### config.mk
export PLATFORM = sky130hd
export DESIGN_NAME = hse_ram
export DESIGN_NICKNAME = d
export VERILOG_FILES = /design/src/rtl/core/hermite_spline_evaluator_core_assert.svh /design/src/rtl/core/hse_ram.sv
export SDC_FILE = /design/constraint.sdc
export NUM_CORES = 2
export LEC_CHECK = 0
export CAP_MARGIN = 40
export CORE_MARGIN = 4
export CORE_UTILIZATION = 60
export CTS_CLUSTER_DIAMETER = 120
export DETAILED_ROUTE_END_ITERATION = 6
export DONT_BUFFER_PORTS = 1
export GPL_TIMING_DRIVEN = 1
export MAX_ROUTING_LAYER = met4
export PLACE_DENSITY_LB_ADDON = 0.3
export SETUP_SLACK_MARGIN = 0.02
export SLEW_MARGIN = 30
export SYNTH_ARGS = -nofsm -noshare
export SYNTH_HDL_FRONTEND = slang
export SYNTH_SLANG_ARGS = --single-unit
### constraint.sdc
create_clock -name i_clk -period 4.8 [get_ports i_clk]
set_clock_uncertainty 0.05 [all_clocks]
set_input_delay 0.48 -clock i_clk [delete_from_list [all_inputs] [get_ports i_clk]]
set_output_delay 0.48 -clock i_clk [all_outputs]
set_load 0.05 [all_outputs]
### src/rtl/core/hermite_spline_evaluator_core_assert.svh
// assertion macros for the hermite spline evaluator core
`ifndef HERMITE_SPLINE_EVALUATOR_CORE_ASSERT_SVH
`define HERMITE_SPLINE_EVALUATOR_CORE_ASSERT_SVH
`ifndef NO_ASSERTIONS
// checked while out of reset
`define HSE_ASSERT(lbl, prop) \
    lbl: assert property (@(posedge i_clk) disable iff (!i_rst_n) prop) \
        else $error("hse assertion failed");
// checked on every edge, reset included
`define HSE_ASSERT_ALWAYS(lbl, prop) \
    lbl: assert property (@(posedge i_clk) prop) else $error("hse assertion failed");
`else
`define HSE_ASSERT(lbl, prop)
`define HSE_ASSERT_ALWAYS(lbl, prop)
`endif
`endif

### src/rtl/core/hse_ram.sv
// generic single write, single read ram with registered read data
`timescale 1ns / 1ps
module hse_ram #(
    parameter int WIDTH = 32,
    parameter int DEPTH = 64
) (
    input  logic                     i_clk,
    input  logic                     i_we,
    input  logic [$clog2(DEPTH)-1:0] i_waddr,
    input  logic [WIDTH-1:0]         i_wdata,
    input  logic [$clog2(DEPTH)-1:0] i_raddr,
    output logic [WIDTH-1:0]         o_rdata
);
    logic [WIDTH-1:0] r_mem [DEPTH];
    logic [WIDTH-1:0] r_rdata;

    always_ff @(posedge i_clk) begin
        if (i_we) begin
            r_mem[i_waddr] <= i_wdata;
        end
        r_rdata <= r_mem[i_raddr];
    end

    assign o_rdata = r_rdata;
endmodule

==> flow_metrics.env <==
export IMPL_rr_startpoint="r_mem[16][10]"
export IMPL_total_power_mw=37.3
export IMPL_cp_startpoint="i_raddr[0]"
export IMPL_synth_edf_count=2048
export IMPL_synth_area_leaders="edfxtp_1 78%, mux4_2 16%, mux2i_1 1.2%"
export IMPL_hold_path_class="input pin to register"
export IMPL_worstSetupPathType="input pin to register"
export IMPL_critPathRequiredTime_ns=5.41
export IMPL_finalSetupViolations=0
export IMPL_cp_start_kind="input pin"
export IMPL_start_util_pct=60.5
export IMPL_power_leakage_nw=27.7
export IMPL_clk_pin_slew_worst_paths_ns=0.06
export IMPL_combPwrFrac_pct=5.0
export IMPL_syn_avg_cell_area_um2=23.6
export IMPL_clock_power_share_pct=40.6
export IMPL_cts_sink_count=2080
export IMPL_max_freq_ghz=0.264
export IMPL_ys_async_sr_fraction_pct=0
export IMPL_tritoncts="built"
export IMPL_grt_util_met3_pct=8.79
export IMPL_globalRouteMet2Util_pct=46.3
export IMPL_multiInputGateArea_mm2=0.0160
export IMPL_cts_buffers=191
export IMPL_nFillCells=7524
export IMPL_place_inst=4977
export IMPL_powerDensity_mw_per_mm2=420
export IMPL_synth_net_count=3370
export IMPL_cp_slowest_cell="o22ai_1"
export IMPL_cts_root_buf="clkbuf_16"
export IMPL_clk_latency_ns=0.84
export IMPL_reg2reg_depth=4
export IMPL_drive_above_1_share_pct=28.0
export IMPL_p_int_mw=29.4
export IMPL_status="finished, violations left"
export IMPL_globalRouteOverflowTotal=0
export IMPL_met1_usage_pct=42.5
export IMPL_ios=78
export IMPL_fin_crit_sh_pct=78.8
export IMPL_drtPass1Iterations=6
export IMPL_hold_start="i_raddr[5]"
export IMPL_drt_iter0_drc=6619
export IMPL_cp_arrival_ns=4.40
export IMPL_cp_cell_sequence="buf_16, buf_16, buf_16, mux4_2, mux4_2, o22ai_1, nor2_1"
export IMPL_synth_cells=3324
export IMPL_maxCapViolCount=0
export IMPL_synth_cell_types=34
export IMPL_track_usage_pct=31.1
export IMPL_final_cells=5424
export IMPL_viasPerCell=7.06
export IMPL_power_switching_mw=7.96
export IMPL_synth_top_area_share_pct=78.3
export IMPL_postCtsHoldBufs=68
export IMPL_max_slew_margin_pct=-6.62
export IMPL_grt_pass1_wl_um=288000
export IMPL_peakVddDrop_v=0.000295
export IMPL_wire_per_inst_um=37.3
export IMPL_post_cts_buffers=0
export IMPL_sw_frac_of_total_pct=21.3
export IMPL_core_area_mm2=0.130
export IMPL_hold_end="o_rdata[14]"
export IMPL_whs_path_depth=4
export IMPL_yosysWarnings=0
export IMPL_io_buffers=0
export IMPL_row_count=132
export IMPL_r2r_end="o_rdata[10]"
export IMPL_holdWs_ns=0.0182
export IMPL_die_x_um=370
export IMPL_syn_area_mm2=0.0785
export IMPL_first_global_vias=37996
export IMPL_critPathMaxFanout=99
export IMPL_ff_latch_area_mm2=0.0621
export IMPL_yosysSeqAreaShare_pct=79.1
export IMPL_slew_viol_final=62
export IMPL_grt_setup_unrepaired="false"
export IMPL_area_growth_pct=13.3
export IMPL_setup_ws_ns=1.02
export IMPL_synth_flop_cell="edfxtp_1"
export IMPL_clockBufferDepth=3
export IMPL_power_frac_seq_pct=54.4
export IMPL_drc=0
export IMPL_gp_congestion=0.894
export IMPL_finalHoldViolations=0
export IMPL_ys_ff_latch=2080
export IMPL_grt_antenna_before_repair=11
export IMPL_cpPeakStageDelay_ns=0.63
export IMPL_cp_end_kind="register"
export IMPL_dpl_hpwl_um=105000
export IMPL_yosys_area_top_type="edfxtp_1"
export IMPL_die_h_um=370
export IMPL_die_area_mm2=0.137
export IMPL_critPathBufInv=3
export IMPL_drtAntennaViolNets=0
export IMPL_worstMarginPinSlew_ns=1.60
export IMPL_finalWirelength_um=202000
export IMPL_cp_top_family="buffers and inverters"
export IMPL_via_count=38288
export IMPL_tns_ns=0
export IMPL_violations="slew limit"
export IMPL_grt_start_max_net_pins=514
export IMPL_final_nets=3558
export IMPL_crit_top_cell="buf_16"
export IMPL_dp_slack_ns=1.85
export IMPL_rrSetupSlack_ns=2.26
export IMPL_min_period_ns=3.78
export IMPL_top_usage_layer="met2"
export IMPL_cts_resized=0
export IMPL_htreeDepth=4
==> power groups by stage <==
| stage | Clock, mW | Combinational, mW | Sequential [mW] |
|---|---|---|---|
| detailed placement | 0 | 1.20 | 20.7 |
| global route | 16.1 | 1.93 | 20.3 |
| global placement | 0 | 1.10 | 20.7 |
| floorplan | 0 | 0.978 | 20.7 |
| finish | 15.2 | 1.87 | 20.3 |
| CTS | 15.2 | 1.67 | 20.3 |
==> per-stage QoR <==
stage	instance area, um^2	util, %
floorplan	78500	-
global placement	80900	62.3
detailed placement	81200	62.5
CTS	88600	68.3
global route	89000	68.5
finish	89000	68.5
==> worst register-to-register path, delay by kind of cell, from the launching register on <==
kind            cells  cell delay, ns
compound gates      1            0.66
flops               1            0.39
simple gates        1            0.20
mux                 2            1.09
==> layout make-up <==
class | instances | area share [%]
flip-flops and latches | 2080 | 69.8
clock inverters | 117 | 1.24
clock buffers | 240 | 5.74
well taps | 1742 | 2.45
multi-input cells | 1062 | 18.0
repair buffers | 177 | 2.74
diodes | 6 | 0.0169
==> cell usage in the layout, fill, tap and decap left out, types with 6 or more instances in the layout <==
cell	instances
edfxtp_1	2048
mux4_2	544
clkbuf_16	196
mux2i_1	93
o22ai_1	84
buf_4	80
nor2_1	74
a21oi_1	62
nor2_4	62
clkinv_1	47
buf_16	46
clkbuf_1	40
dlygate4sd3_1	35
clkinv_2	33
dfxtp_1	31
o221ai_1	27
nand2_1	26
bufinv_16	18
nor2b_1	15
a22oi_1	12
buf_8	9
nand2b_1	8
a311oi_1	8
clkinvlp_4	7
diode_2	6
==> how the worst max path moves through the flow <==
| stage | to | slack (ns) | cells after the start |
|---|---|---|---|
| 6_report | o_rdata[10] | 1.02 | 7 |
| 5_1_grt | o_rdata[10] | 0.88 | 7 |
| 4_1_cts | o_rdata[11] | 2.40 | 4 |
| 3_5_place_dp | o_rdata[11] | 1.85 | 4 |
| 3_3_place_gp | r_mem[27][22] | 1.55 | 3 |
| 2_1_floorplan | r_mem[48][0] | 1.11 | 4 |
==> logic make-up (layout without fill, tap and decap cells) <==
logic type             after synthesis  in the layout  synth area share (%)
AO/OA/AOI/OAI                      202            202                  1.67
buffers and inverters              182            534                  1.13
flip-flops                        2080           2080                  79.1
multiplexers                       637            637                  16.8
other                                0              6                     0
AND/OR/NAND/NOR                    223            223                  1.27
==> layer usage <==
layer / part of all wire (%) / up-vias
met1: 35 / 20141
met5: 0 / -
met3: 13 / 417
li1: - / 14650
met4: 3.7 / 0
met2: 48 / 3080
==> registers in the layout, summed over array words and instances (netlist names) <==
| register | count |
|---|---|
| o_rdata | 32 |
| r_mem | 2048 |
==> cells in the mapped netlist (5+ instances only) <==
cell,number
edfxtp_1,2048
buf_2,57
mux4_2,544
buf_1,21
a311oi_1,8
nand2_1,26
buf_4,25
nor2b_1,15
o22ai_1,84
nor3_1,7
a21oi_1,62
nand3_1,5
clkbuf_1,74
a22oi_1,12
nor2_1,137
nand3b_1,5
dfxtp_1,32
nand2b_1,8
o221ai_1,27
buf_6,5
mux2i_1,93
Power figures use the tool's default switching activity.
