File: src/rtl/core/hermite_spline_evaluator_core_assert.svh
// assertion macros for the hermite spline evaluator core
`ifndef HERMITE_SPLINE_EVALUATOR_CORE_ASSERT_SVH
`define HERMITE_SPLINE_EVALUATOR_CORE_ASSERT_SVH
`ifndef NO_ASSERTIONS
// checked while out of reset
`define HSE_ASSERT(lbl, prop) \
    lbl: assert property (@(posedge i_clk) disable iff (!i_rst_n) prop) \
        else $error("hse assertion failed");
// checked on every edge, reset included
`define HSE_ASSERT_ALWAYS(lbl, prop) \
    lbl: assert property (@(posedge i_clk) prop) else $error("hse assertion failed");
`else
`define HSE_ASSERT(lbl, prop)
`define HSE_ASSERT_ALWAYS(lbl, prop)
`endif
`endif

File: src/rtl/core/hse_pkg.sv
// types and constants shared by the hermite spline evaluator core
`timescale 1ns / 1ps
package hse_pkg;
    localparam int unsigned VAL_W    = 32;
    localparam int unsigned IDX_W    = 6;
    localparam int unsigned CNT_W    = 7;
    localparam int unsigned HORNER_W = 40;

    typedef enum logic [1:0] {
        OP_LOAD = 2'd0,
        OP_POS  = 2'd1,
        OP_VEL  = 2'd2,
        OP_ACC  = 2'd3
    } t_opcode;

    typedef enum logic [1:0] {
        KIND_LOAD  = 2'd0,
        KIND_FEW   = 2'd1,
        KIND_QUERY = 2'd2
    } t_kind;

    typedef struct packed {
        logic signed [VAL_W-1:0] px;
        logic signed [VAL_W-1:0] py;
        logic signed [VAL_W-1:0] pz;
        logic signed [VAL_W-1:0] inx;
        logic signed [VAL_W-1:0] iny;
        logic signed [VAL_W-1:0] inz;
        logic signed [VAL_W-1:0] outx;
        logic signed [VAL_W-1:0] outy;
        logic signed [VAL_W-1:0] outz;
    } t_row;

    typedef struct packed {
        t_kind                   kind;
        t_opcode                 op;
        logic [IDX_W-1:0]        idx;
        logic signed [VAL_W-1:0] tval;
        t_row                    row;
    } t_item;

    typedef struct packed {
        logic  valid;
        t_item item;
    } t_q_head;

    typedef enum logic [3:0] {
        BK_IDLE,
        BK_RD_FIRST,
        BK_RD_LAST,
        BK_SEARCH,
        BK_DIV_SETUP,
        BK_DIV,
        BK_ROW0,
        BK_ROW1,
        BK_ROW2,
        BK_COEF,
        BK_MUL,
        BK_ADD,
        BK_CLAMP,
        BK_OUT
    } t_bk_state;
endpackage

File: src/rtl/core/hse_front.sv
// front end: key count register, item classification and two-entry queue
`timescale 1ns / 1ps
module hse_front import hse_pkg::*; #(
    parameter int MAX_KEYS = 64,
    parameter int CW       = 7
) (
    input  logic                    i_clk,
    input  logic                    i_rst_n,
    input  logic                    i_start,
    output logic                    o_busy,
    input  logic                    i_cfg_we,
    input  logic [CNT_W-1:0]        i_cfg_wdata,
    input  logic [1:0]              i_opcode,
    input  logic [IDX_W-1:0]        i_key_index,
    input  logic signed [VAL_W-1:0] i_time_value,
    input  t_row                    i_row,
    input  logic                    i_pop,
    output t_q_head                 o_head,
    output logic [CW-1:0]           o_key_num
);
    logic [CNT_W-1:0] r_key_count;
    t_item            r_q [2];
    logic             r_wr_ptr;
    logic             r_rd_ptr;
    logic [1:0]       r_cnt;
    logic [1:0]       n_cnt;
    t_item            c_item;
    logic             c_push;
    logic             c_keep;

    // key count beyond the table acts as a full table
    assign o_key_num = (CW'(r_key_count) > CW'(MAX_KEYS)) ? CW'(MAX_KEYS) : CW'(r_key_count);

    always_comb begin
        c_item.op   = t_opcode'(i_opcode);
        c_item.idx  = i_key_index;
        c_item.tval = i_time_value;
        c_item.row  = i_row;
        if (c_item.op == OP_LOAD) begin
            c_item.kind = KIND_LOAD;
        end else if (o_key_num < CW'(2)) begin
            c_item.kind = KIND_FEW;
        end else begin
            c_item.kind = KIND_QUERY;
        end
        // loads beyond the table are swallowed here
        c_keep = !(c_item.op == OP_LOAD && 32'(i_key_index) >= 32'(MAX_KEYS));
        c_push = i_start && !o_busy && c_keep;
        n_cnt  = r_cnt + {1'b0, c_push} - {1'b0, i_pop};
    end

    assign o_busy       = (r_cnt == 2'd2);
    assign o_head.valid = (r_cnt != 2'd0);
    assign o_head.item  = r_q[r_rd_ptr];

    always_ff @(posedge i_clk) begin
        if (!i_rst_n) begin
            r_key_count <= '0;
            r_wr_ptr    <= 1'b0;
            r_rd_ptr    <= 1'b0;
            r_cnt       <= 2'd0;
        end else begin
            if (i_cfg_we) begin
                r_key_count <= i_cfg_wdata;
            end
            if (c_push) begin
                r_wr_ptr <= !r_wr_ptr;
            end
            if (i_pop) begin
                r_rd_ptr <= !r_rd_ptr;
            end
            r_cnt <= n_cnt;
        end
    end

    always_ff @(posedge i_clk) begin
        if (c_push) begin
            r_q[r_wr_ptr] <= c_item;
        end
    end
endmodule

File: config.mk
export PLATFORM = sky130hd
export DESIGN_NAME = hse_front
export DESIGN_NICKNAME = d
export VERILOG_FILES = /design/src/rtl/core/hermite_spline_evaluator_core_assert.svh /design/src/rtl/core/hse_pkg.sv /design/src/rtl/core/hse_front.sv
export SDC_FILE = /design/constraint.sdc
export NUM_CORES = 1
export LEC_CHECK = 0
export BUFFER_PORTS_ARGS = -buffer_cell sky130_fd_sc_hd__buf_2
export CORE_AREA = 2 2 261 263
export CTS_BUF_LIST = sky130_fd_sc_hd__clkbuf_8
export CTS_CLUSTER_SIZE = 16
export DETAILED_ROUTE_END_ITERATION = 10
export DIE_AREA = 0 0 263 265
export PLACE_DENSITY = 0.73
export REMOVE_ABC_BUFFERS = 1
export SYNTH_ARGS = -nofsm -noshare
export SYNTH_HDL_FRONTEND = slang
export SYNTH_SLANG_ARGS = --single-unit
File: constraint.sdc
create_clock -name i_clk -period 42.2 [get_ports i_clk]
set_input_delay 4.22 -clock i_clk [delete_from_list [all_inputs] [get_ports i_clk]]
set_output_delay 4.22 -clock i_clk [all_outputs]
set_load 0.005 [all_outputs]
==> results.md <==
GRT:
- The number of global-route vias before repair is between 10000 and 15000.
- The initial antenna violation count is 21.
- The pin count of the biggest net entering global routing is 161.
- The leftover overflow at the end of global routing is 0.
- Global routing used ~15% of the available tracks across all layers.
- The wire length of the first global-routing pass is roughly 82 mm.

Critical path:
- By startpoint and endpoint, the worst setup path is classified as reg -> out.
- The critical path ends at o_head[15].
- The capture point of the worst reg-to-reg path is r_q[0][251]$_DFFE_PP_.
- Measured in cells, the most critical reg-to-reg path has a length of 4.
- The worst register-to-register path begins at r_cnt[0]$_SDFF_PN0_.
- The critical path's most frequent cell is buf_4.
- Data on the critical path is required at its endpoint by around 38 ns.
- Setup slack on the worst reg-to-reg path comes out at between 30 and 40 ns.
- The signal on the critical path passes through buf_4 -> buf_4 -> mux2_2 -> buf_2.
- Data arrives at the worst endpoint at between 4 and 5 ns.
- The cell with the largest stage delay on the worst path is dfxtp_4.
- The element type at the critical path end is an output port.
- The startpoint type of the worst setup path is a flip-flop.
- The maximum cell stage delay along the critical path is between 0.9 and 1 ns.
- Along the worst path, the maximum fanout reaches 52.

Clock network:
- The clock network latency to the later pin of the worst-skew pair is 0.68 ns.
- TritonCTS built the clock tree.
- Counting every sink on the clock net gives roughly 670.
- The quantity of gates resized following cts is 0.
- CTS built an H-tree with a depth of 3.
- The maximum buffer depth of the clock tree is 3.
- The clock slew seen by the registers of the worst setup and hold paths is approximately 0.06 ns.
- The post-cts hold buffer count is 0.
- The number of buffers inserted to repair setup after CTS is 0.
- The root buffer cell chosen for the clock tree is clkbuf_8.
- TritonCTS created 105 clock buffers.

Floorplanning:
- The vertical extent of the die is 265 um.
- The die outline width is roughly 260 um.
- In this run the count of I/O pins placed on the die edge is roughly 680.
- The core area is 66800 sq um.
- The die area is approximately 70000 sq um.
- For this configuration, the core starts out at a cell density of 38.8%.
- The floorplan has 95 rows.

Timing:
- The worst path in the final design needs a cycle of between 8 and 9 ns, including I/O delays and setup.
- Hold is met by around 0.52 ns.
- Measured against its own limit, the worst slew margin works out to between 20% and 30%.
- The count of endpoints failing hold in the final timing report came to 0.
- The transition time of the tightest slew-check pin is around 1.2 ns.
- The final critical path takes up roughly a fifth of the cycle.
- On the final layout, the worst clock skew is 0.0303 ns.
- After routing, the total negative slack on setup checks comes to 0 ns.
- The maximum frequency from static timing analysis is around 120 MHz.
- The total count of max-transition violations in the final report is 0.
- Setup violations remaining at the end of the flow were counted as 0.
- Setup repair after global routing left no endpoint under its margin.

Routing:
- The violation count after the first detailed-route iteration is 873.
- In this run the remaining antenna-violating nets after routing total 0.
- The pre-antenna-repair detailed-routing pass consisted of 5 iterations.
- Detailed routing inserted a total of 13000 vias.
- The average wire per cell in the routed design is between 15 and 20 um.
- The vias per cell is approximately 4.6.
- Wires add up to between 50 and 60 mm.
- In the routed design, unresolved DRC markers number 0.

Synth:
- Yosys mapped a number of flops with a built-in enable equal to 660.
- The library cell with the highest instance count after synthesis is edfxtp_1.
- Sequential elements use 77.5% of the synthesized area.
- For this run, the leading register cell type out of synthesis is edfxtp_1.
- After synthesis, the largest family of logic cells by area is multiplexers.
- In the post-synthesis netlist, the biggest area contributors are edfxtp_1 77%, mux2_4 17%, buf_12 2.6%.
- Counting instances in the post-synthesis netlist gives the leading cell types as 660 x edfxtp_1, 300 x mux2_4, 33 x buf_12.
- Summing the areas of all compound-gate instances in the mapped netlist gives less than 1% of the synthesized area.
- The xor and xnor fraction of the mapped netlist area is less than 1%.
- The summed instance area of the synthesized netlist is around 26000 sq um.
- The adder-cell area share of the yosys netlist is less than 1%.
- The share of synthesized cell area in and, or, nand and nor gates is less than 1%.
- The mux cell area share after synthesis is 19.0%.
- The count of unique library cells instantiated by Yosys is 24.
- The number of warnings printed during yosys synthesis is 0.
- The post-synthesis sequential element count is 672.
- The share of synthesized area in the top cell type comes to about three quarters.
- In this run the mean area of a mapped cell was ~24 sq um.
- The proportion of register bits with asynchronous set or reset after synthesis is 0%.
- The gate count after technology mapping is between 1000 and 1500.
- The cell accounting for the most synthesized area is edfxtp_1.

Cells and area:
- The final net count is between 2000 and 2500.
- Of the cells placed in the final design, the portion with a size suffix greater than 1 is ~59%.
- Compared with the post-synthesis result, the final layout area differs by 22.8%.
- Cells fill around 48% of the core in the end.

Power and ir drop:
- The leakage power is between 10 and 15 nW.
- IR analysis of the VDD net gives a maximum drop of just over 0.03 mV.
- In this run the power density over the cells is between 40 and 50 nW/um^2.

Placement:
- The count of input and output buffers is a little under 700.
- The HPWL reported at the end of detailed placement is 38.6 mm.
- The congestion estimate from routability-driven global placement came to 0.829.

Job:
- The tool flagged a number of max-cap violations equal to 0.

Min path:
- The class of the worst hold path is reg -> reg.

Outcome:
- The run finished with clean final reports.
-- stage by stage --
step / area (sq um) / std cells / worst slack, ns / power, mW
CTS: 31800 / 2805 / 33.90 / 1.59
detailed placement: 29800 / 2612 / 34.67 / 1.08
floorplan: 25200 / 1050 / 23.20 / 1.06
finish: 31800 / 2818 / 33.96 / 1.57
global route: 31800 / 2815 / 33.75 / 1.64
global placement: 29800 / 2612 / 34.69 / 1.07
-- how the worst min path moves through the flow --
| stage | start | endpoint | slack, ns | cells after the start |
|---|---|---|---|---|
| 2_1_floorplan | r_key_count[0]$_SDFFE_PN0P_ | r_key_count[0]$_SDFFE_PN0P_ | 0.45 | 2 |
| 3_3_place_gp | r_key_count[0]$_SDFFE_PN0P_ | r_key_count[0]$_SDFFE_PN0P_ | 0.47 | 2 |
| 3_5_place_dp | r_key_count[0]$_SDFFE_PN0P_ | r_key_count[0]$_SDFFE_PN0P_ | 0.50 | 2 |
| 4_1_cts | r_cnt[1]$_SDFF_PN0_ | r_cnt[1]$_SDFF_PN0_ | 0.52 | 2 |
| 5_1_grt | r_key_count[0]$_SDFFE_PN0P_ | r_key_count[0]$_SDFFE_PN0P_ | 0.55 | 2 |
| 6_report | r_key_count[0]$_SDFFE_PN0P_ | r_key_count[0]$_SDFFE_PN0P_ | 0.52 | 2 |
-- worst max-delay path: cells and delay by family (launching register included) --
family	cells	cell delay, ns
buf+inv	3	1.76
flops	1	0.98
mux	1	0.42
-- routing by layer --
layer	part of all wire [%]	vias up	track usage [%]
met1	36	6405	16.1
met2	52	571	27.4
met5	0.22	-	0
met3	8.4	132	5.65
met4	3.4	18	7.60
li1	-	5874	-
-- layout make-up --
| class | instances | area (sq um) |
|---|---|---|
| tap | 873 | 1090 |
| fill | 5580 | 35000 |
| multi-input combinational | 375 | 5140 |
| clock buffer | 105 | 1450 |
| timing repair buffer | 689 | 3510 |
| inverter | 3 | 11.3 |
| clock inverter | 88 | 510 |
| antenna | 13 | 32.5 |
| sequential | 672 | 20100 |
-- report_power, final --
group          internal [mW]  switching (mW)
sequential             0.816          0.0193
clock                  0.259           0.246
combinational          0.117           0.113
total                   1.19           0.378
-- cell families after synthesis --
logic type	count (synthesis)
simple gates	32
fa+ha+maj	2
xor+xnor	2
compound gates	1
mux	338
flops	672
buf+inv	42
-- placed cells by master, fill, tap and decap left out, types with 3 or more instances in the layout --
cell type and n:
buf_2 678, inv_1 40, mux2i_1 8, nor2b_1 6, mux2_2 30, clkinvlp_4 3
dfxtp_1 11, buf_12 3, diode_2 13, bufinv_16 4, mux2_4 300, clkinv_1 32
nor2_1 15, buf_4 8, clkbuf_8 105, inv_12 4, edfxtp_1 660, clkinv_2 7
-- registers in the layout (all words and copies together), names as in the netlist, named ones only --
signal       cells
r_q            660
r_key_count      7
r_cnt            2
r_rd_ptr         1
r_wr_ptr         1
(Power assumes the default switching activity.)
