## src/rtl/core/hermite_spline_evaluator_core_assert.svh

```systemverilog
// assertion macros for the hermite spline evaluator core
`ifndef HERMITE_SPLINE_EVALUATOR_CORE_ASSERT_SVH
`define HERMITE_SPLINE_EVALUATOR_CORE_ASSERT_SVH
`ifndef NO_ASSERTIONS
// checked while out of reset
`define HSE_ASSERT(lbl, prop) \
    lbl: assert property (@(posedge i_clk) disable iff (!i_rst_n) prop) \
        else $error("hse assertion failed");
// checked on every edge, reset included
`define HSE_ASSERT_ALWAYS(lbl, prop) \
    lbl: assert property (@(posedge i_clk) prop) else $error("hse assertion failed");
`else
`define HSE_ASSERT(lbl, prop)
`define HSE_ASSERT_ALWAYS(lbl, prop)
`endif
`endif

```

## src/rtl/core/hse_pkg.sv

```systemverilog
// types and constants shared by the hermite spline evaluator core
`timescale 1ns / 1ps
package hse_pkg;
    localparam int unsigned VAL_W    = 32;
    localparam int unsigned IDX_W    = 6;
    localparam int unsigned CNT_W    = 7;
    localparam int unsigned HORNER_W = 40;

    typedef enum logic [1:0] {
        OP_LOAD = 2'd0,
        OP_POS  = 2'd1,
        OP_VEL  = 2'd2,
        OP_ACC  = 2'd3
    } t_opcode;

    typedef enum logic [1:0] {
        KIND_LOAD  = 2'd0,
        KIND_FEW   = 2'd1,
        KIND_QUERY = 2'd2
    } t_kind;

    typedef struct packed {
        logic signed [VAL_W-1:0] px;
        logic signed [VAL_W-1:0] py;
        logic signed [VAL_W-1:0] pz;
        logic signed [VAL_W-1:0] inx;
        logic signed [VAL_W-1:0] iny;
        logic signed [VAL_W-1:0] inz;
        logic signed [VAL_W-1:0] outx;
        logic signed [VAL_W-1:0] outy;
        logic signed [VAL_W-1:0] outz;
    } t_row;

    typedef struct packed {
        t_kind                   kind;
        t_opcode                 op;
        logic [IDX_W-1:0]        idx;
        logic signed [VAL_W-1:0] tval;
        t_row                    row;
    } t_item;

    typedef struct packed {
        logic  valid;
        t_item item;
    } t_q_head;

    typedef enum logic [3:0] {
        BK_IDLE,
        BK_RD_FIRST,
        BK_RD_LAST,
        BK_SEARCH,
        BK_DIV_SETUP,
        BK_DIV,
        BK_ROW0,
        BK_ROW1,
        BK_ROW2,
        BK_COEF,
        BK_MUL,
        BK_ADD,
        BK_CLAMP,
        BK_OUT
    } t_bk_state;
endpackage

```

## src/rtl/core/hse_back.sv

```systemverilog
// back end: key writes, segment search, divider for u and horner evaluation
`timescale 1ns / 1ps
`include "hermite_spline_evaluator_core_assert.svh"
module hse_back import hse_pkg::*; #(
    parameter int MAX_KEYS  = 64,
    parameter int FRAC_BITS = 16,
    parameter int CW        = 7
) (
    input  logic                        i_clk,
    input  logic                        i_rst_n,
    input  t_q_head                     i_head,
    input  logic [CW-1:0]               i_key_num,
    output logic                        o_pop,
    output logic                        o_we,
    output logic [$clog2(MAX_KEYS)-1:0] o_waddr,
    output logic [$clog2(MAX_KEYS)-1:0] o_tm_raddr,
    input  logic signed [VAL_W-1:0]     i_tm_rdata,
    output logic [$clog2(MAX_KEYS)-1:0] o_row_raddr,
    input  t_row                        i_row_rdata,
    output logic                        o_result_strobe,
    output logic signed [VAL_W-1:0]     o_result_x,
    output logic signed [VAL_W-1:0]     o_result_y,
    output logic signed [VAL_W-1:0]     o_result_z,
    output logic                        o_too_few_keys
);
    localparam int AW     = $clog2(MAX_KEYS);
    localparam int IW     = (AW > IDX_W) ? AW : IDX_W;
    localparam int UW     = FRAC_BITS + 1;
    localparam int FC_W   = $clog2(FRAC_BITS + 1);
    localparam int PROD_W = HORNER_W + UW + 1;
    localparam int DW     = VAL_W + 1;
    localparam logic [CW-1:0] ONE_C = CW'(1);

    function automatic logic signed [VAL_W-1:0] sat_val(input logic signed [HORNER_W-1:0] v);
        logic [HORNER_W-VAL_W:0] top;
        logic signed [VAL_W-1:0] res;
        top = v[HORNER_W-1:VAL_W-1];
        if (&top || ~|top) begin
            res = v[VAL_W-1:0];
        end else if (v[HORNER_W-1]) begin
            res = {1'b1, {(VAL_W-1){1'b0}}};
        end else begin
            res = {1'b0, {(VAL_W-1){1'b1}}};
        end
        return res;
    endfunction

    t_bk_state r_state, n_state;
    t_opcode   r_op, n_op;
    logic signed [VAL_W-1:0] r_t, n_t, r_first, n_first, r_last, n_last;
    logic signed [VAL_W-1:0] r_t0, n_t0, r_t1, n_t1;
    logic [CW-1:0]    r_idx, n_idx;
    logic [DW-1:0]    r_rem, n_rem;
    logic [VAL_W-1:0] r_den, n_den;
    logic [UW-1:0]    r_u, n_u;
    logic [FC_W-1:0]  r_div_cnt, n_div_cnt;
    t_row             r_row0, n_row0, r_row1, n_row1;
    logic [1:0]       r_comp, n_comp, r_step, n_step;
    logic signed [HORNER_W-1:0] r_b, n_b, r_h, n_h;
    logic signed [PROD_W-1:0]   r_prod, n_prod;
    logic signed [VAL_W-1:0]    r_res [3];
    logic signed [VAL_W-1:0]    n_res [3];
    logic r_few, n_few;

    logic signed [VAL_W-1:0]    c_p0, c_p1, c_t0, c_t1;
    logic signed [HORNER_W-1:0] c_a, c_bv, c_add;
    logic signed [PROD_W-1:0]   c_shift;
    logic signed [DW-1:0]       c_num, c_den;
    logic [DW:0]                c_rem2;
    logic                       c_hit, c_last_step, c_lo;
    logic [CW-1:0]              c_nidx;
    logic [IW-1:0]              c_widx;

    assign c_widx  = IW'(i_head.item.idx);
    assign o_waddr = c_widx[AW-1:0];

    always_comb begin
        // component select for the horner steps
        case (r_comp)
            2'd0: begin
                c_p0 = r_row0.px; c_p1 = r_row1.px; c_t0 = r_row0.inx; c_t1 = r_row0.outx;
            end
            2'd1: begin
                c_p0 = r_row0.py; c_p1 = r_row1.py; c_t0 = r_row0.iny; c_t1 = r_row0.outy;
            end
            default: begin
                c_p0 = r_row0.pz; c_p1 = r_row1.pz; c_t0 = r_row0.inz; c_t1 = r_row0.outz;
            end
        endcase
        c_a  = 2 * HORNER_W'(c_p0) - 2 * HORNER_W'(c_p1) + HORNER_W'(c_t0) + HORNER_W'(c_t1);
        c_bv = 3 * HORNER_W'(c_p1) - 3 * HORNER_W'(c_p0) - 2 * HORNER_W'(c_t0)
             - HORNER_W'(c_t1);
        case (r_op)
            OP_POS: begin
                c_last_step = (r_step == 2'd2);
                case (r_step)
                    2'd0:    c_add = r_b;
                    2'd1:    c_add = HORNER_W'(c_t0);
                    default: c_add = HORNER_W'(c_p0);
                endcase
            end
            OP_VEL: begin
                c_last_step = (r_step == 2'd1);
                c_add       = (r_step == 2'd0) ? 2 * r_b : HORNER_W'(c_t0);
            end
            default: begin
                c_last_step = 1'b1;
                c_add       = 2 * r_b;
            end
        endcase
        c_shift = r_prod >>> FRAC_BITS;
        c_num   = DW'(r_t) - DW'(r_t0);
        c_den   = DW'(r_t1) - DW'(r_t0);
        c_rem2  = {r_rem, 1'b0};
        c_hit   = (r_op == OP_ACC) ? (r_t <= i_tm_rdata) : (r_t < i_tm_rdata);
        c_nidx  = r_idx + ONE_C;
        c_lo    = (r_t <= r_first);
    end

    always_comb begin
        n_state = r_state; n_op = r_op; n_t = r_t; n_first = r_first; n_last = r_last;
        n_t0 = r_t0; n_t1 = r_t1; n_idx = r_idx; n_rem = r_rem; n_den = r_den;
        n_u = r_u; n_div_cnt = r_div_cnt; n_row0 = r_row0; n_row1 = r_row1;
        n_comp = r_comp; n_step = r_step; n_b = r_b; n_h = r_h; n_prod = r_prod;
        n_res = r_res; n_few = r_few;
        o_pop = 1'b0; o_we = 1'b0;
        o_tm_raddr = '0; o_row_raddr = '0;
        case (r_state)
            BK_IDLE: begin
                if (i_head.valid) begin
                    o_pop = 1'b1;
                    n_op  = i_head.item.op;
                    n_t   = i_head.item.tval;
                    n_few = 1'b0;
                    case (i_head.item.kind)
                        KIND_LOAD: o_we = 1'b1;
                        KIND_FEW: begin
                            n_few   = 1'b1;
                            n_res   = '{default: '0};
                            n_state = BK_OUT;
                        end
                        default: n_state = BK_RD_FIRST;
                    endcase
                end
            end
            BK_RD_FIRST: begin
                n_first    = i_tm_rdata;
                o_tm_raddr = AW'(i_key_num - ONE_C);
                n_state    = BK_RD_LAST;
            end
            BK_RD_LAST: begin
                n_last = i_tm_rdata;
                n_t0   = r_first;
                n_idx  = '0;
                if (r_op != OP_ACC && (c_lo || r_t >= i_tm_rdata)) begin
                    if (c_lo) begin
                        o_row_raddr = '0;
                    end else if (r_op == OP_POS) begin
                        o_row_raddr = AW'(i_key_num - ONE_C);
                    end else begin
                        o_row_raddr = AW'(i_key_num - ONE_C - ONE_C);
                    end
                    n_first = {VAL_W{c_lo}};
                    n_state = BK_CLAMP;
                end else begin
                    if (r_op == OP_ACC) begin
                        if (c_lo) begin
                            n_t = r_first;
                        end else if (r_t > i_tm_rdata) begin
                            n_t = i_tm_rdata;
                        end
                    end
                    if (i_key_num == CW'(2)) begin
                        n_t1    = i_tm_rdata;
                        n_state = BK_DIV_SETUP;
                    end else begin
                        o_tm_raddr = AW'(ONE_C);
                        n_state    = BK_SEARCH;
                    end
                end
            end
            BK_SEARCH: begin
                // one key time a cycle until the segment end passes t or the last segment is reached
                if (c_hit) begin
                    n_t1    = i_tm_rdata;
                    n_state = BK_DIV_SETUP;
                end else begin
                    n_t0  = i_tm_rdata;
                    n_idx = c_nidx;
                    if (c_nidx == i_key_num - ONE_C - ONE_C) begin
                        n_t1    = r_last;
                        n_state = BK_DIV_SETUP;
                    end else begin
                        o_tm_raddr = AW'(c_nidx + ONE_C);
                    end
                end
            end
            BK_DIV_SETUP: begin
                n_u       = '0;
                n_rem     = c_num;
                n_den     = c_den[VAL_W-1:0];
                n_div_cnt = FC_W'(FRAC_BITS);
                if (c_num[DW-1] || c_num == '0 || c_den[DW-1] || c_den == '0) begin
                    n_state = BK_ROW0;
                end else if (c_num >= c_den) begin
                    n_u     = UW'(1) << FRAC_BITS;
                    n_state = BK_ROW0;
                end else begin
                    n_state = BK_DIV;
                end
            end
            BK_DIV: begin
                // restoring division, one quotient bit a cycle
                if (c_rem2 >= (DW+1)'(r_den)) begin
                    n_rem = DW'(c_rem2 - (DW+1)'(r_den));
                    n_u   = {r_u[UW-2:0], 1'b1};
                end else begin
                    n_rem = c_rem2[DW-1:0];
                    n_u   = {r_u[UW-2:0], 1'b0};
                end
                n_div_cnt = r_div_cnt - FC_W'(1);
                if (r_div_cnt == FC_W'(1)) begin
                    n_state = BK_ROW0;
                end
            end
            BK_ROW0: begin
                o_row_raddr = AW'(r_idx);
                n_state     = BK_ROW1;
            end
            BK_ROW1: begin
                n_row0      = i_row_rdata;
                o_row_raddr = AW'(c_nidx);
                n_state     = BK_ROW2;
            end
            BK_ROW2: begin
                n_row1  = i_row_rdata;
                n_comp  = 2'd0;
                n_state = BK_COEF;
            end
            BK_COEF: begin
                n_b    = c_bv;
                n_step = 2'd0;
                case (r_op)
                    OP_POS:  n_h = c_a;
                    OP_VEL:  n_h = 3 * c_a;
                    default: n_h = 6 * c_a;
                endcase
                n_state = BK_MUL;
            end
            BK_MUL: begin
                n_prod  = PROD_W'(r_h) * PROD_W'($signed({1'b0, r_u}));
                n_state = BK_ADD;
            end
            BK_ADD: begin
                n_h = c_add + c_shift[HORNER_W-1:0];
                if (c_last_step) begin
                    n_res[r_comp] = sat_val(n_h);
                    if (r_comp == 2'd2) begin
                        n_state = BK_OUT;
                    end else begin
                        n_comp  = r_comp + 2'd1;
                        n_state = BK_COEF;
                    end
                end else begin
                    n_step  = r_step + 2'd1;
                    n_state = BK_MUL;
                end
            end
            BK_CLAMP: begin
                // r_first carries the low-side flag here
                if (r_op == OP_POS) begin
                    n_res = '{i_row_rdata.px, i_row_rdata.py, i_row_rdata.pz};
                end else if (r_first[0]) begin
                    n_res = '{i_row_rdata.inx, i_row_rdata.iny, i_row_rdata.inz};
                end else begin
                    n_res = '{i_row_rdata.outx, i_row_rdata.outy, i_row_rdata.outz};
                end
                n_state = BK_OUT;
            end
            BK_OUT: n_state = BK_IDLE;
            default: n_state = BK_IDLE;
        endcase
    end

    always_ff @(posedge i_clk) begin
        if (!i_rst_n) begin
            r_state <= BK_IDLE;
        end else begin
            r_state <= n_state;
        end
    end

    always_ff @(posedge i_clk) begin
        r_op <= n_op; r_t <= n_t; r_first <= n_first; r_last <= n_last;
        r_t0 <= n_t0; r_t1 <= n_t1; r_idx <= n_idx; r_rem <= n_rem; r_den <= n_den;
        r_u <= n_u; r_div_cnt <= n_div_cnt; r_row0 <= n_row0; r_row1 <= n_row1;
        r_comp <= n_comp; r_step <= n_step; r_b <= n_b; r_h <= n_h; r_prod <= n_prod;
        r_res <= n_res; r_few <= n_few;
    end

    assign o_result_strobe = (r_state == BK_OUT);
    assign o_result_x      = r_res[0];
    assign o_result_y      = r_res[1];
    assign o_result_z      = r_res[2];
    assign o_too_few_keys  = r_few;

    `HSE_ASSERT(a_pop_idle, o_pop |-> (r_state == BK_IDLE && i_head.valid))
    `HSE_ASSERT(a_div_cnt, (r_state == BK_DIV) |-> (r_div_cnt != '0))
    `HSE_ASSERT(a_search_bound, (r_state == BK_SEARCH) |-> ((c_nidx + ONE_C) < i_key_num))
    `HSE_ASSERT(a_u_range, (r_state == BK_ROW0) |-> (r_u <= (UW'(1) << FRAC_BITS)))
    `HSE_ASSERT(a_strobe_pulse, o_result_strobe |=> !o_result_strobe)
endmodule

```

## config.mk

```make
export PLATFORM = sky130hd
export DESIGN_NAME = hse_back
export DESIGN_NICKNAME = d
export VERILOG_FILES = /design/src/rtl/core/hse_pkg.sv /design/src/rtl/core/hse_back.sv
export VERILOG_INCLUDE_DIRS = /design/src /design/src/rtl/core
export SDC_FILE = /design/constraint.sdc
export NUM_CORES = 2
export LEC_CHECK = 0
export CAP_MARGIN = 20
export CORE_ASPECT_RATIO = 1.4
export CORE_UTILIZATION = 49
export DETAILED_ROUTE_END_ITERATION = 8
export DONT_BUFFER_PORTS = 1
export PLACE_DENSITY = 0.66
export SLEW_MARGIN = 5
export SYNTH_ARGS = -nofsm -noshare
export SYNTH_HDL_FRONTEND = slang
export SYNTH_SLANG_ARGS = --single-unit
export TNS_END_PERCENT = 10
```

## constraint.sdc

```tcl
create_clock -name i_clk -period 7.93 [get_ports i_clk]
set_clock_uncertainty 0.05 [all_clocks]
set_input_delay 0.3965 -clock i_clk [delete_from_list [all_inputs] [get_ports i_clk]]
set_output_delay 0.3965 -clock i_clk [all_outputs]
set_load 0.01 [all_outputs]
```

==> impl_metrics.csv <==
group,metric,value,unit
clock_tree,clk_pin_slew,0.06,ns
sta,relSlewSlack,0.0400,
drt,drt_iter0_drc,6460,
sta,fmax,128,MHz
layout,final_common_cell,"inv_1",
yosys,synthCells,8272,
hold_path,hold_end,"o_result_x[22]",
sta,drv_slew,0,
yosys,ys_top_cells_by_area,"edfxtp_1 31%, fa_1 20%, ha_1 9.4%",
job,drv_cap,0,
place,gp_congestion,1.06,
sta,setup_violations,0,
hold_path,min_path_cells,4,
yosys,ys_ff_latch,863,
setup_path,crit_path_top_delay_cell,"fa_1",
drt,dr.pass1.iters,6,
setup_path,reg2reg_slack,0.11,ns
drt,wirelength,291000,um
floorplanning,start_util,0.494,
run_status,status,"finished clean",
sta,tns,0,ns
sta,post-route-period-util,0.986,
setup_path,worstPathRequired,8.29,ns
floorplanning,row_count,177,
floorplanning,core_area,166000,um2
sta,layout_setup_ws,0.111,ns
setup_path,r2r-start,"r_comp[0]",
global_routing,grt_pass1_wl,430000,um
layout,area_growth,15.4,%
global_routing,grt_max_degree,181,
sta,hold_viol_final,0,
setup_path,reg2regPathDepth,34,
place,pre_cts_ws,-0.328,ns
global_routing,antenna_found_initial,67,
clock_tree,cts_buffers,87,
yosys,postSynthAreaPerCell,9.94,um2
yosys,ys_seq_area_frac,0.315,
place,hpwlAfterDp,225000,um
sta,fin_crit,7.82,ns
drt,drc,0,
yosys,synth.top_cell.area_share,0.314,
setup_path,path_common_cell,"buf_4",
clock_tree,cts.sinks,863,
place,io_buffers,0,
drt,vias_per_cell,5.92,
yosys,synth_top_area_cell,"edfxtp_1",
layout,n_fill_cell,14200,
setup_path,path_max_fanout,7,
setup_path,cpPeakStageDelay,0.52,ns
clock_tree,cts_tree,"yes",
global_routing,grt_usage,0.343,
clock_tree,insertion_delay,0.75,ns
global_routing,grt_pass1_vias,67300,
hold_path,holdCritStartpoint,"i_row_rdata[278]",
layout,drive_gt1_frac,0.0908,
sta,rsz0062_at_grt,"yes",
setup_path,critPathLaunch,"r_comp[0]",
yosys,syn-num-nets,10400,
setup_path,critPathKind,"reg -> reg",
hold_path,hold_class,"in -> reg",
floorplanning,die_x,348,um
setup_path,cp-end-kind,"flip-flop",
yosys,async_flop_share,0,
sta,hold_slack,0.0407,ns
clock_tree,clk_path_buf_depth,3,
floorplanning,io_pins,778,
setup_path,rr_endpoint,"r_h[38]",
yosys,synth_cell_types,98,
sta,tightest_slew,1.43,ns
global_routing,grt_overflow,0,
floorplanning,dieArea,169000,um2
setup_path,start_kind,"flip-flop",
clock_tree,cts-root-buf,"clkbuf_16",
drt,ant_nets,0,
drt,via_count,66300,
setup_path,crit_arrival,8.18,ns
yosys,syn_area,82200,um2
yosys,synth_ff_type,"edfxtp_1",
yosys,synth-edff-count,859,
drt,wire_per_inst,26.0,um
layout,layout_common_cells,"1338 x inv_1, 939 x nand2_1, 859 x edfxtp_1",
floorplanning,die_h,487,um
yosys,yosysWarnings,0,
clock_tree,htreeDepth,3,
layout,nNetsFinal,10900,
## cells in the mapped netlist (35+ instances only)
cell / number
and2_1: 288
a221o_1: 55
nand3_1: 73
a22o_1: 73
xor2_1: 88
a211oi_1: 45
a221oi_1: 42
xnor2_1: 190
inv_1: 1341
o21ai_0: 379
nor2b_1: 50
a21o_1: 222
a22oi_1: 149
nor3_1: 71
ha_1: 618
mux2i_1: 131
a21oi_1: 415
nand2_1: 941
edfxtp_1: 859
fa_1: 822
o21bai_1: 35
clkbuf_1: 317
nand4_1: 50
o21a_1: 90
nor2_1: 340
and3_1: 43
o211ai_1: 47
## worst max-delay path: cells and delay by family, from the launching register on
| kind | cells | cell delay (ns) |
|---|---|---|
| and+or+nand+nor | 5 | 0.87 |
| adders and majority gates | 6 | 2.21 |
| xor gates and xnor gates | 1 | 0.19 |
| AOI/OAI and AO/OA | 12 | 2.25 |
| buffers and inverters | 10 | 1.42 |
| DFF | 1 | 0.47 |
## metrics by stage
step,instance area [um2],utilization,instances
after global routing,94800,0.570,11200
final,94900,0.570,11200
after detailed placement,87400,0.525,10600
after global placement,87400,0.525,10600
after CTS,94100,0.566,11100
after floorplan,82200,-,8272
## kinds of logic after synthesis
logic type / Yosys count / share of synthesized area
buffers and inverters: 1709 / 0.0790
xor gates and xnor gates: 278 / 0.0296
AOI/OAI and AO/OA: 1817 / 0.149
DFF: 863 / 0.315
muxes: 165 / 0.0206
and+or+nand+nor: 2000 / 0.113
adders and majority gates: 1440 / 0.294
## state kept, by name (all words and copies together), names as in the netlist, 33 cells and up
name    cells
r_row0    288
r_prod     40
r_b        38
r_rem      33
r_h        40
r_row1     96
## how the worst max path moves through the flow
stage,to,cells after the start
finish,r_h[38],34
global route,r_h[37],33
CTS,r_h[37],33
detailed placement,r_h[31],32
global placement,r_h[37],33
floorplan,r_h[37],35
## repair_timing
item / CTS / global route
setup endpoints to repair: 12 / 43
resized for setup: 23 / 82
pin swaps: 2 / 32
endpoints found under the hold margin: 591 / 0
buffers inserted: 5 / 18
gates cloned: 1 / 2
hold buffers: 356 / 0
## final cells by class
type | count | area (um2) | area share
flip-flops and latches | 863 | 25900 | 0.273
inverters | 1343 | 5040 | 0.0531
clock buffers | 99 | 2240 | 0.0236
multi-input cells | 5700 | 50400 | 0.531
repair buffers | 828 | 7570 | 0.0798
diodes | 68 | 170 | 0.00179
well taps | 2237 | 2800 | 0.0295
clock inverters | 59 | 761 | 0.00802
## layer usage
metal / up-vias / GRT usage / wire, um
li1: 29300 / - / -
met1: 33000 / 0.418 / 107000
met2: 3331 / 0.534 / 131000
met3: 660 / 0.119 / 35300
met4: 40 / 0.186 / 17600
met5: - / 0 / 276
Power is left out: the tool's default activity adds up to more than one toggle a clock period on the data nets, which glitch-free logic cannot reach.
